**src/sv/lobm_ram.sv**
```systemverilog
// Generic single write, single read RAM with registered read data.
module lobm_ram #(
	parameter int WIDTH = 8,
	parameter int DEPTH = 16
) (
	input  logic                     clk,
	input  logic                     we,
	input  logic [$clog2(DEPTH)-1:0] waddr,
	input  logic [WIDTH-1:0]         wdata,
	input  logic [$clog2(DEPTH)-1:0] raddr,
	output logic [WIDTH-1:0]         rdata
);

	logic [WIDTH-1:0] mem [DEPTH];

	always_ff @(posedge clk) begin
		if (we) begin
			mem[waddr] <= wdata;
		end
		rdata <= mem[raddr];
	end

endmodule

```
**config.mk**
```make
export PLATFORM = sky130hd
export DESIGN_NAME = lobm_ram
export DESIGN_NICKNAME = d
export VERILOG_FILES = /design/src/sv/lobm_ram.sv
export SDC_FILE = /design/constraint.sdc
export NUM_CORES = 1
export LEC_CHECK = 0
export BUFFER_PORTS_ARGS = -buffer_cell sky130_fd_sc_hd__buf_2
export CAP_MARGIN = 15
export CORE_UTILIZATION = 33
export DETAILED_ROUTE_END_ITERATION = 7
export SYNTH_ARGS = -nofsm -noshare
export SYNTH_HDL_FRONTEND = slang
export SYNTH_SLANG_ARGS = --single-unit
```
**constraint.sdc**
```tcl
create_clock -name clk -period 2.16 [get_ports clk]
set_input_delay 0.216 -clock clk [delete_from_list [all_inputs] [get_ports clk]]
set_output_delay 0.216 -clock clk [all_outputs]
set_load 0.02 [all_outputs]
```
==> out/metrics.csv <==
metric,value,unit
Sw Share,19.4,%
Die Outline Area,0.0161,mm2
RSZ-0062 raised after global routing,false,
pre-CTS WS,440,ps
Seq pwr share,47.2,%
DRC viols,0,
"Warnings, synthesis",0,
GRT Overall Usage,13.2,%
most frequent cells in the layout,"edfxtp_1 (128), buf_2 (25), mux4_2 (18)",
synthesis-to-layout area growth,21.2,%
Clock Sinks,136,
Die Span X,127,um
"Hold Vio Cnt, Final",0,
DP Wirelength,6480,um
Int Pwr,5.06,mW
nets,301,
DRT iter0 DRCs,235,
WL/cell,20.0,um
post-DR vias/cell,4.96,
hold path start,wdata[3],
"Slew Viols, Final",0,
Initial Utilization,33.9,%
Syn Nets,247,
Hold Path End,mem[7][3]$_DFFE_PP_,
Vias,2399,
"Avg Cell Area, Syn",22.5,um2
Slew HR,57.2,%
Synth cell types,19,
row cnt,45,
post-CTS sizing,0,
global-route wire length before repair,15100,um
setup_tns,0,ps
"commonest non-fill, non-tap cell in the layout",edfxtp_1,
status,completed,
r2r endpoint,rdata[1]$_DFF_P_,
Hold Crit Depth,1,
Post-Syn Area,0.00515,mm2
final setup margin,772,ps
ANT nets after route,0,
pin count of the biggest net entering global routing,33,
I/O Pins,26,
final setup violating endpoints,0,
CP max FO,1,
Synth top area share,74.7,%
Die Y,127,um
clock tree buffer depth,2,
initial antenna violation count,0,
Worst-Skew Late Latency,410,ps
Worst Max-Slew Pin Slew,640,ps
max_cap viols,0,
CP arrival,1680,ps
Port Buffers,25,
clock slew seen by the registers of the worst setup and hold paths,60,ps
CTS tree,done,
Tmin final,1390,ps
worst-path cell chain,"mux4_1, a22oi_1, nand2_1",
post-CTS setup buffer count,0,
final WL,9680,um
Clk Tree Root Cell,clkbuf_16,
final total power,6.28,mW
WHS,199,ps
DRT Pass-1 Iters,4,
max incr delay on CP,520,ps
R2R cell count,3,
CP Launch Type,flip-flop,
Tcrit/Tclk final,64.3,%
Setup Skew,6.87,ps
Synth area leaders,"edfxtp_1 (75%), mux4_2 (7.9%), mux4_1 (7.1%)",
Core Region,0.0152,mm2
VDD IR max,0.000604,V
H-tree depth,4,
r2r startpoint,mem[1][1]$_DFFE_PP_,
final global-route overflow total,0,
worst min path class,in -> reg,
Synth area leader,edfxtp_1,
combinational share of power,4.7,%
Max Freq,0.720,GHz
share of cells above drive strength 1,32.1,%
Yosys reg bits,136,
gpl congestion,0.681,
Crit-path slowest cell,mux4_1,
CP Capture Type,flip-flop,
hold_buf cts,0,
P_leak,2.12,nW
vias in the first global route,2554,
Clock power frac,48.1,%
antenna cells,0,
worst reg2reg setup slack,770,ps
Worst Path Required,2450,ps
post-synthesis sequential area ratio,77.8,%
Inserted Clock Buffers,17,
Switching Power,1.22,mW
Power Density,1010,mW/mm2
Crit Path Category,reg -> reg,
Mapped Cells,229,
-- sequential cells by signal, summed over array words and instances, names as in the netlist --
signal  cells
mem       128
rdata       8
-- worst max-delay path, delay by kind of cell (launching register included) --
kind	cells	cell delay, ps
muxes	1	520
and+or+nand+nor	1	80
DFF	1	350
AOI/OAI and AO/OA	1	310
-- per-stage QoR --
stage                     utilization, %  instances  area [um2]
final                               41.1        484        6240
after global routing                41.1        484        6240
after CTS                           41.1        484        6240
after detailed placement            36.9        452        5610
after global placement              36.9        452        5610
after floorplan                        -        229        5150
-- area by class of cell --
| class | count | area, um2 |
|---|---|---|
| Multi-Input combinational cell | 83 | 1060 |
| Sequential cell | 136 | 4000 |
| Timing Repair Buffer | 45 | 313 |
| Clock buffer | 20 | 457 |
| Tap cell | 188 | 235 |
| Clock inverter | 12 | 175 |
| Fill cell | 1337 | 8960 |
-- worst max path at each step --
stage	startpoint	end	slack (ps)	depth (start not counted)
after floorplan	waddr[2]	mem[0][0]$_DFFE_PP_	450	2
after global placement	raddr[0]	rdata[1]$_DFF_P_	450	5
after detailed placement	raddr[0]	rdata[1]$_DFF_P_	440	5
after CTS	mem[1][1]$_DFFE_PP_	rdata[1]$_DFF_P_	770	3
after global routing	mem[1][2]$_DFFE_PP_	rdata[2]$_DFF_P_	680	3
final	mem[1][1]$_DFFE_PP_	rdata[1]$_DFF_P_	770	3
-- power groups by stage --
stage	clock network [mW]	logic, mW	registers (mW)
detailed placement	0	0.301	3.02
CTS	3.06	0.301	2.97
finish	3.02	0.294	2.97
global placement	0	0.293	3.02
global route	3.19	0.321	2.97
floorplan	0	0.150	3.04
-- synthesized netlist by cell type --
library cell       n
edfxtp_1         128
mux4_2            18
a22oi_1           16
mux4_1            14
nor2_1            13
nand2_1            9
dfxtp_1            8
nor3_1             4
buf_2              3
buf_6              3
clkdlybuf4s25_2    3
nand2b_1           2
nand3b_1           2
and2_1             1
and2b_1            1
buf_4              1
nand3_1            1
nor2b_1            1
or3b_2             1
-- cell families after synthesis --
group           Yosys count  share of synthesized area, %
buf+inv                  10                          1.68
mux                      32                          15.0
compound gates           16                          2.33
flops                   136                          77.8
simple gates             35                          3.18
-- layer usage --
metal / wire (um) / global-route usage, % / up-vias
li1: - / - / 1080
met1: 4540 / 17.6 / 1253
met2: 4580 / 20.9 / 57
met3: 460 / 4.26 / 9
met4: 102 / 3.57 / 0
met5: 0 / 0 / -
Note: power is estimated with default switching activity, not from simulation.
