===== src/sv/lobm_pkg.sv =====
// Shared types, codes and sizes of the order book matcher.
package lobm_pkg;

	localparam int PRICE_LEVELS  = 1024;
	localparam int MAX_ORDERS    = 1024;
	localparam int FRACTION_BITS = 16;

	localparam int TICK_W  = $clog2(PRICE_LEVELS);
	localparam int ID_W    = $clog2(MAX_ORDERS);
	localparam int LVL_W   = TICK_W + 1;
	localparam int LVL_NUM = 2 * PRICE_LEVELS;
	localparam int QTY_W   = 32;
	localparam int COST_W  = QTY_W + TICK_W;
	localparam int DIV_W   = COST_W + FRACTION_BITS;
	localparam int AVG_W   = 26;

	localparam logic [1:0] REQ_LIMIT  = 2'd0;
	localparam logic [1:0] REQ_MARKET = 2'd1;
	localparam logic [1:0] REQ_CANCEL = 2'd2;
	localparam logic [1:0] REQ_OTHER  = 2'd3;

	localparam logic [1:0] SIDE_BUY     = 2'd0;
	localparam logic [1:0] SIDE_SELL    = 2'd1;
	localparam logic [1:0] SIDE_NONE    = 2'd2;
	localparam logic [1:0] SIDE_NONE_HI = 2'd3;

	localparam logic [1:0] FILL_NONE = 2'd0;
	localparam logic [1:0] FILL_BUY  = 2'd1;
	localparam logic [1:0] FILL_SELL = 2'd2;

	typedef struct packed {
		logic [1:0]       req_type;
		logic [1:0]       side;
		logic [9:0]       order_id;
		logic [9:0]       limit_price;
		logic [QTY_W-1:0] order_quantity;
	} lobm_req_t;

	typedef struct packed {
		logic [AVG_W-1:0] avg_price;
		logic [QTY_W-1:0] fill_quantity;
		logic [1:0]       fill_side;
	} lobm_res_t;

	typedef struct packed {
		logic known;
		logic inactive;
	} lobm_status_t;

	typedef enum logic [3:0] {
		ST_CLEAR,
		ST_IDLE,
		ST_CAN_RD,
		ST_CAN_WR,
		ST_SCAN,
		ST_LVL,
		ST_ENT,
		ST_ACC,
		ST_FIN,
		ST_REST,
		ST_PUSH,
		ST_DIV_GO,
		ST_DIV,
		ST_DONE
	} lobm_state_t;

endpackage


===== src/sv/lobm_div.sv =====
// Restoring divider, one quotient bit per cycle, for the average fill price.
module lobm_div (
	input  logic                      clk,
	input  logic                      arst_n,
	input  logic                      start,
	input  logic [lobm_pkg::DIV_W-1:0] dividend,
	input  logic [lobm_pkg::QTY_W-1:0] divisor,
	output logic                      done,
	output logic [lobm_pkg::DIV_W-1:0] quotient
);
	import lobm_pkg::*;

	localparam int CNT_W = $clog2(DIV_W + 1);

	logic [CNT_W-1:0] cnt_q;
	logic             run_q;
	logic             done_q;
	logic [QTY_W:0]   rem_q;
	logic [DIV_W-1:0] quo_q;
	logic [QTY_W-1:0] dvs_q;
	logic [QTY_W:0]   rem_sh;
	logic             take;

	assign rem_sh = {rem_q[QTY_W-1:0], quo_q[DIV_W-1]};
	assign take   = rem_sh >= {1'b0, dvs_q};

	always_ff @(posedge clk or negedge arst_n) begin
		if (!arst_n) begin
			run_q  <= 1'b0;
			done_q <= 1'b0;
			cnt_q  <= '0;
		end else begin
			done_q <= 1'b0;
			if (start) begin
				run_q <= 1'b1;
				cnt_q <= CNT_W'(DIV_W);
			end else if (run_q) begin
				cnt_q <= cnt_q - 1'b1;
				if (cnt_q == CNT_W'(1)) begin
					run_q  <= 1'b0;
					done_q <= 1'b1;
				end
			end
		end
	end

	always_ff @(posedge clk) begin
		if (start) begin
			rem_q <= '0;
			quo_q <= dividend;
			dvs_q <= divisor;
		end else if (run_q) begin
			rem_q <= take ? (rem_sh - {1'b0, dvs_q}) : rem_sh;
			quo_q <= {quo_q[DIV_W-2:0], take};
		end
	end

	assign done     = done_q;
	assign quotient = quo_q;

endmodule


===== config.mk =====
export PLATFORM = sky130hd
export DESIGN_NAME = lobm_div
export DESIGN_NICKNAME = d
export VERILOG_FILES = /design/src/sv/lobm_pkg.sv /design/src/sv/lobm_div.sv
export SDC_FILE = /design/constraint.sdc
export NUM_CORES = 1
export LEC_CHECK = 0
export ABC_AREA = 1
export BUFFER_PORTS_ARGS = -buffer_cell sky130_fd_sc_hd__buf_4
export CAP_MARGIN = 30
export CORE_ASPECT_RATIO = 1.25
export CORE_MARGIN = 2
export CORE_UTILIZATION = 35
export DETAILED_ROUTE_END_ITERATION = 10
export HOLD_SLACK_MARGIN = 0.12
export PLACE_DENSITY = 0.61
export SETUP_SLACK_MARGIN = 0.5
export SLEW_MARGIN = 10
export SYNTH_ARGS = -nofsm -noshare
export SYNTH_HDL_FRONTEND = slang
export SYNTH_SLANG_ARGS = --single-unit

===== constraint.sdc =====
create_clock -name clk -period 3.48 [get_ports clk]
set_input_delay 0.696 -clock clk [delete_from_list [all_inputs] [get_ports clk]]
set_output_delay 0.696 -clock clk [all_outputs]
set_load 0.03 [all_outputs]

==> run metrics, run 1 <==
hold path start=divisor[4]; max_cap viols=0; Hold EP=dvs_q[4]; core area=0.0224 mm^2; WL/cell=13.7 um; ys flop type=edfxtp_1; I/O pin cnt=152; met2 Usage GRT=30.4%; initial core utilization=35.8%; Synth Net Count=1,232; Cell variety after synth=37; HPWL Detailed=16,100 um; FF-to-FF setup slack=0.92 ns; Power, Total=6.47 mW; GR peak layer=met2; crit end category=flop; largest net degree at the start of global routing=60; count leader, synth=nand2_1; CTS Buffer Depth=2; GP Congestion=0.937; Die W=139 um; final cycle utilization of the critical path=73.6%; mapped cell area=0.00800 mm^2; GRT Residual Overflow=0; most used cell, CP=nand2_1; pins over their slew limit=0; clk slew on worst S/H paths=0.07 ns; Iteration-0 DRC Markers=392; Routed Antenna Nets=0; number of clock sinks=130; final WL=21,200 um; Worst Path Arrival=2.93 ns; max_slew headroom=68.5%; Static Leak=5.36 nW; initial antenna violation count=0; setup violators final=0; Layout area overhead=25.5%; share of post-route cells with drive strength above 1=17.1%; Power Density=644 mW/mm^2; DRC errors left=0; ANT cells=0; Critical R2R Capture=rem_q[19]; HP Class=in -> reg; first-pass GRT wire length=35,000 um; Net Sw Power=2.64 mW; Synth area leaders=edfxtp_1 (34%), nand2_1 (23%), inv_1 (8.7%), dfxtp_1 (8.0%), ha_1 (5.3%); vias in the first global route=7,087; Clk pwr share=28.3%; crit start category=flop; Slowest Stage Delay on Critical Path=0.39 ns; DRT Pass-1 Iters=5; Peak supply drop=408 uV; peak fanout along the critical path=32; TritonCTS clock tree=done; synthesis-stage register bit count=130; Achievable Freq=0.390 GHz; Worst-Margin Slew=0.472 ns; warnings from Yosys=0; GRT Total Usage=17.9%; run status=complete, no violations; asr flop ratio synth=6.15%; top cell type's share of synthesized area=33.8%; EDFF count, synth=90; Die Ht=173 um; RSZ-0062 raised after global routing=no; Int Power=3.83 mW; Worst-Skew Late Latency=0.43 ns; Reg2Reg Depth=13; grt met1 use=21.1%; setup TNS=0 ns; Syn Inst Count=1,104; DIE AREA=0.0241 mm^2; htree depth=4; largest area contributor in the netlist=edfxtp_1; Final Hold Fails=0; FF-to-FF Start=dvs_q[23]; FP Rows=61; Layout Nets=1,383; port buffer count=151; Via Count=7,204; slowest CP cell=nor2_4; combinational power share=40.2%; Layout Skew=0.00884 ns; WHS Path Cells=1; switching share of power=40.8%; crit path kind=reg -> reg; sequential power share=31.5%; synth cell count leaders=nand2_1 (489), inv_1 (185), edfxtp_1 (90); Avg Cell Area, Syn=7.25 um^2; register area share after synthesis=44.3%; Num CTS Buffers=17; crit-path cells=inv_1 -> ha_1 -> nand2_2 -> inv_2 -> a21oi_2 -> nand2_1 -> nand2_1 -> nand2_1 -> nor2_4 -> nand2_4 -> nand2_1 -> nand3_1 -> nand2_1; min Tclk post-route=2.56 ns; via/cell ratio=4.64; M3 GR Usage=5.62%; CTS root buf=clkbuf_16; WP data required=3.85 ns
==> power by group through the flow <==
stage	Clock, mW	Sequential [mW]	Combinational (mW)
finish	1.83	2.04	2.60
detailed placement	0	2.07	2.60
floorplan	0	2.17	1.84
global route	1.93	2.07	2.96
global placement	0	2.07	2.59
CTS	1.87	2.04	2.62
==> layer usage <==
metal | routed length [um] | share of wire [%] | vias to the layer above
li1 | - | - | 3734
met1 | 8800 | 42 | 3212
met2 | 10200 | 48 | 212
met3 | 1540 | 7.3 | 46
met4 | 609 | 2.9 | 0
met5 | 0 | 0 | -
==> metrics by stage <==
stage	setup slack [ns]	utilization (%)	hold WS [ns]	cells	instance area, um^2
2_1_floorplan	1.03	-	0.400	1104	8000
5_1_grt	0.666	44.9	0.422	1551	10000
3_3_place_gp	0.917	42.1	0.460	1517	9400
6_report	0.918	44.9	0.440	1551	10000
4_1_cts	0.899	44.9	0.420	1551	10000
3_5_place_dp	0.924	42.1	0.464	1518	9420
==> cell usage in the layout, fill, tap and decap left out, drive strengths merged <==
cell | synthesis | final
nand2 | 495 | 495
inv | 187 | 198
buf | 12 | 159
edfxtp | 90 | 90
nand3 | 87 | 87
nor2 | 49 | 49
ha | 34 | 34
dfxtp | 32 | 32
a21oi | 22 | 22
o21ai | 18 | 18
clkbuf | 16 | 17
nand3b | 14 | 14
xnor2 | 13 | 13
nand4 | 9 | 9
dfrtp | 8 | 8
and2 | 4 | 4
clkinv | 0 | 4
nor3 | 4 | 4
o21bai | 3 | 3
o21a | 2 | 2
xor2 | 1 | 1
a31oi | 1 | 1
a22oi | 1 | 1
nor4 | 1 | 1
fa | 1 | 1
dlygate4sd3 | 0 | 1
==> worst max path at each step <==
stage	slack, ns	endpoint	depth (start not counted)	from
finish	0.92	rem_q[19]	13	dvs_q[23]
CTS	0.90	rem_q[19]	13	dvs_q[23]
detailed placement	0.92	rem_q[19]	13	dvs_q[23]
global route	0.67	rem_q[12]	13	dvs_q[23]
global placement	0.92	quotient[0]	11	dvs_q[23]
floorplan	1.03	quotient[0]	4	start
==> critical path, delay by kind of cell, from the launching register on <==
family          cells  cell delay (ns)
fa+ha+maj           1             0.37
compound gates      1             0.17
simple gates        9             1.51
buf+inv             2             0.09
flops               1             0.34
==> repair_timing <==
item                       4_1_cts  5_1_grt
hold endpoints to repair         8        0
hold buffers                     1        0
resized for setup                0        0
setup endpoints to repair        0        0
buffers inserted                 0        0
==> cells by family (layout without fill, tap and decap cells) <==
group,count (synthesis),after routing,synth area share [%]
xor gates and xnor gates,14,14,1.53
adders and majority gates,35,35,5.57
AOI/OAI and AO/OA,47,47,3.19
and+or+nand+nor,663,663,34.8
buffers and inverters,215,379,10.7
DFF,130,130,44.3
==> sequential cells by signal, summed over array words and instances, names as in the netlist <==
name and flops:
quotient 58, dvs_q 32, rem_q 32, cnt_q 6
done 1, run_q 1
==> cell type report <==
cell class | instances | area, um^2
Fill cell | 2301 | 12300
Clock buffer | 17 | 425
Sequential cell | 130 | 3540
Inverter | 187 | 702
Clock inverter | 15 | 179
Timing Repair Buffer | 160 | 1230
Tap cell | 283 | 354
Multi-Input combinational cell | 759 | 3610
Note: power is estimated with default switching activity, not from simulation.
==> inputs of run 2 (changes only) <==
clock period = 2.6 ns   (was 3.48 ns; I/O delays follow)
==> run metrics, run 2 (synthesized netlist as in run 1, its figures left out) <==
clk slew on worst S/H paths=0.07 ns; dpl cells=1,523; Layout Skew=0.0131 ns; GRT Residual Overflow=0; Hold EP=dvs_q[28]; PnR worst setup slack=0.494 ns; sequential power share=27.6%; via/cell ratio=4.75; core area=0.0224 mm^2; Reg2Reg Depth=17; Die Ht=173 um; hold path start=divisor[28]; Critical R2R Capture=rem_q[26]; combinational power share=48.3%; DP Worst Slack=0.268 ns; DRT Pass-1 Iters=5; WP data required=2.92 ns; FP Rows=61; crit end category=flop; RSZ-0062 raised after global routing=yes; Final Core Density=50.4%; run status=complete, no violations; port buffer count=151; crit path kind=reg -> reg; setup violators final=0; min Tclk post-route=2.11 ns; Peak supply drop=493 uV; DRC errors left=0; first-pass GRT wire length=38,000 um; initial antenna violation count=0; Via Count=7,533; Layout Nets=1,418; number of clock sinks=130; GP Congestion=0.935; ANT cells=0; Worst Path Arrival=2.43 ns; crit-path cells=inv_2 -> ha_4 -> nand2_2 -> nand2_1 -> a21oi_2 -> nand2_2 -> nand2_2 -> nand2_2 -> nor2_4 -> buf_6 -> buf_6 -> buf_12 -> nand3_2 -> nand2_1 -> inv_1 -> nand2_1 -> nand2_1; Slowest Stage Delay on Critical Path=0.39 ns; Iteration-0 DRC Markers=375; Worst-Skew Late Latency=0.43 ns; CTS root buf=clkbuf_16; crit start category=flop; Final Hold Fails=0; slowest CP cell=edfxtp_1; max FFs per register=58; htree depth=4; CP Buf/Inv Count=5; Power Density=903 mW/mm^2; setup TNS=0 ns; max_cap viols=0; commonest non-fill, non-tap cell in the layout=nand2_1; FF-to-FF Start=dvs_q[22]; vias in the first global route=7,517; final WL=23,800 um; Routed Antenna Nets=0; pins over their slew limit=0; Int Power=5.93 mW; switching share of power=41.8%; I/O pin cnt=152; critical path's top delay family=simple AND/OR/NAND/NOR gates; Achievable Freq=0.475 GHz; DIE AREA=0.0241 mm^2; max_slew headroom=59.6%; FF-to-FF setup slack=0.49 ns; WL/cell=15.0 um; largest net degree at the start of global routing=51; TritonCTS clock tree=done; HPWL Detailed=16,400 um; Clk pwr share=24.1%; Static Leak=5.72 nW; WHS Path Cells=1; peak fanout along the critical path=6; Die W=139 um; CTS Buffer Depth=2; Num CTS Buffers=17; most frequent cells in the layout=nand2_1 (430), buf_4 (179), inv_1 (170); initial core utilization=35.8%; GRT Total Usage=19.8%; share of post-route cells with drive strength above 1=30.3%; Net Sw Power=4.25 mW; final cycle utilization of the critical path=81.0%; HP Class=in -> reg; Non-Filler Instances=1,586; Layout area overhead=40.9%; Worst-Margin Slew=0.606 ns
run 2: changes by cell type in the layout (fill, tap and decap cells not counted), moves of 20 or more:
cell and delta:
buf_4 +22, ha_1 -31, ha_4 +30, nand2_1 -59, nand2_2 +49, nand3_1 -21, nand3_2 +20
run 2: per-layer routing:
layer	up-vias	wire length, um	GRT usage, %	share of wire [%]
li1	3808	-	-	-
met1	3439	9740	22.9	41
met2	231	11700	33.7	49
met3	55	1520	6.09	6.4
met4	0	844	9.01	3.5
met5	-	0	0	0
run 2: cell type report:
class	instances	area (um^2)
fill	2190	11100
multi-input combinational	762	4470
sequential	130	3540
timing repair buffer	192	1600
inverter	187	702
clock buffer	17	425
tap	283	354
clock inverter	15	178
run 2: worst max-delay path by stage:
stage | startpoint | endpoint | slack (ns) | cells after the start
after floorplan | quotient[57] | rem_q[30] | 0.52 | 15
after global placement | dvs_q[28] | rem_q[28] | 0.28 | 13
after detailed placement | dvs_q[30] | rem_q[26] | 0.27 | 15
after CTS | dvs_q[7] | rem_q[28] | 0.50 | 18
after global routing | dvs_q[20] | rem_q[26] | 0.36 | 19
final | dvs_q[22] | rem_q[26] | 0.49 | 17
run 2: timing repair:
item / in CTS / in global routing
gates cloned: 6 / 0
gates resized for setup: 95 / 92
endpoints found under the hold margin: 8 / 0
setup buffers: 14 / 10
setup endpoints to repair: 33 / 33
hold buffers: 1 / 0
pin swaps: 17 / 47
run 2: worst register-to-register path: cells and delay by family, from the launching register on:
family / cells / cell delay (ns)
AO/OA/AOI/OAI: 1 / 0.20
adder cells (fa/ha/maj): 1 / 0.21
buffers and inverters: 5 / 0.47
AND/OR/NAND/NOR: 10 / 0.73
flip-flops: 1 / 0.39
run 2: power groups by stage:
stage | registers (mW) | logic [mW] | clock network, mW
4_1_cts | 2.80 | 4.40 | 2.51
6_report | 2.81 | 4.91 | 2.45
2_1_floorplan | 2.91 | 2.47 | 0
5_1_grt | 2.85 | 5.39 | 2.59
3_5_place_dp | 2.76 | 3.53 | 0
3_3_place_gp | 2.77 | 3.52 | 0
run 2: metrics by stage:
step	hold WS, ns	total power [mW]	area (um^2)
floorplan	0.224	5.37	8010
CTS	0.247	9.71	10900
global route	0.244	10.8	11300
global placement	0.346	6.28	9460
finish	0.262	10.2	11300
detailed placement	0.350	6.29	9460
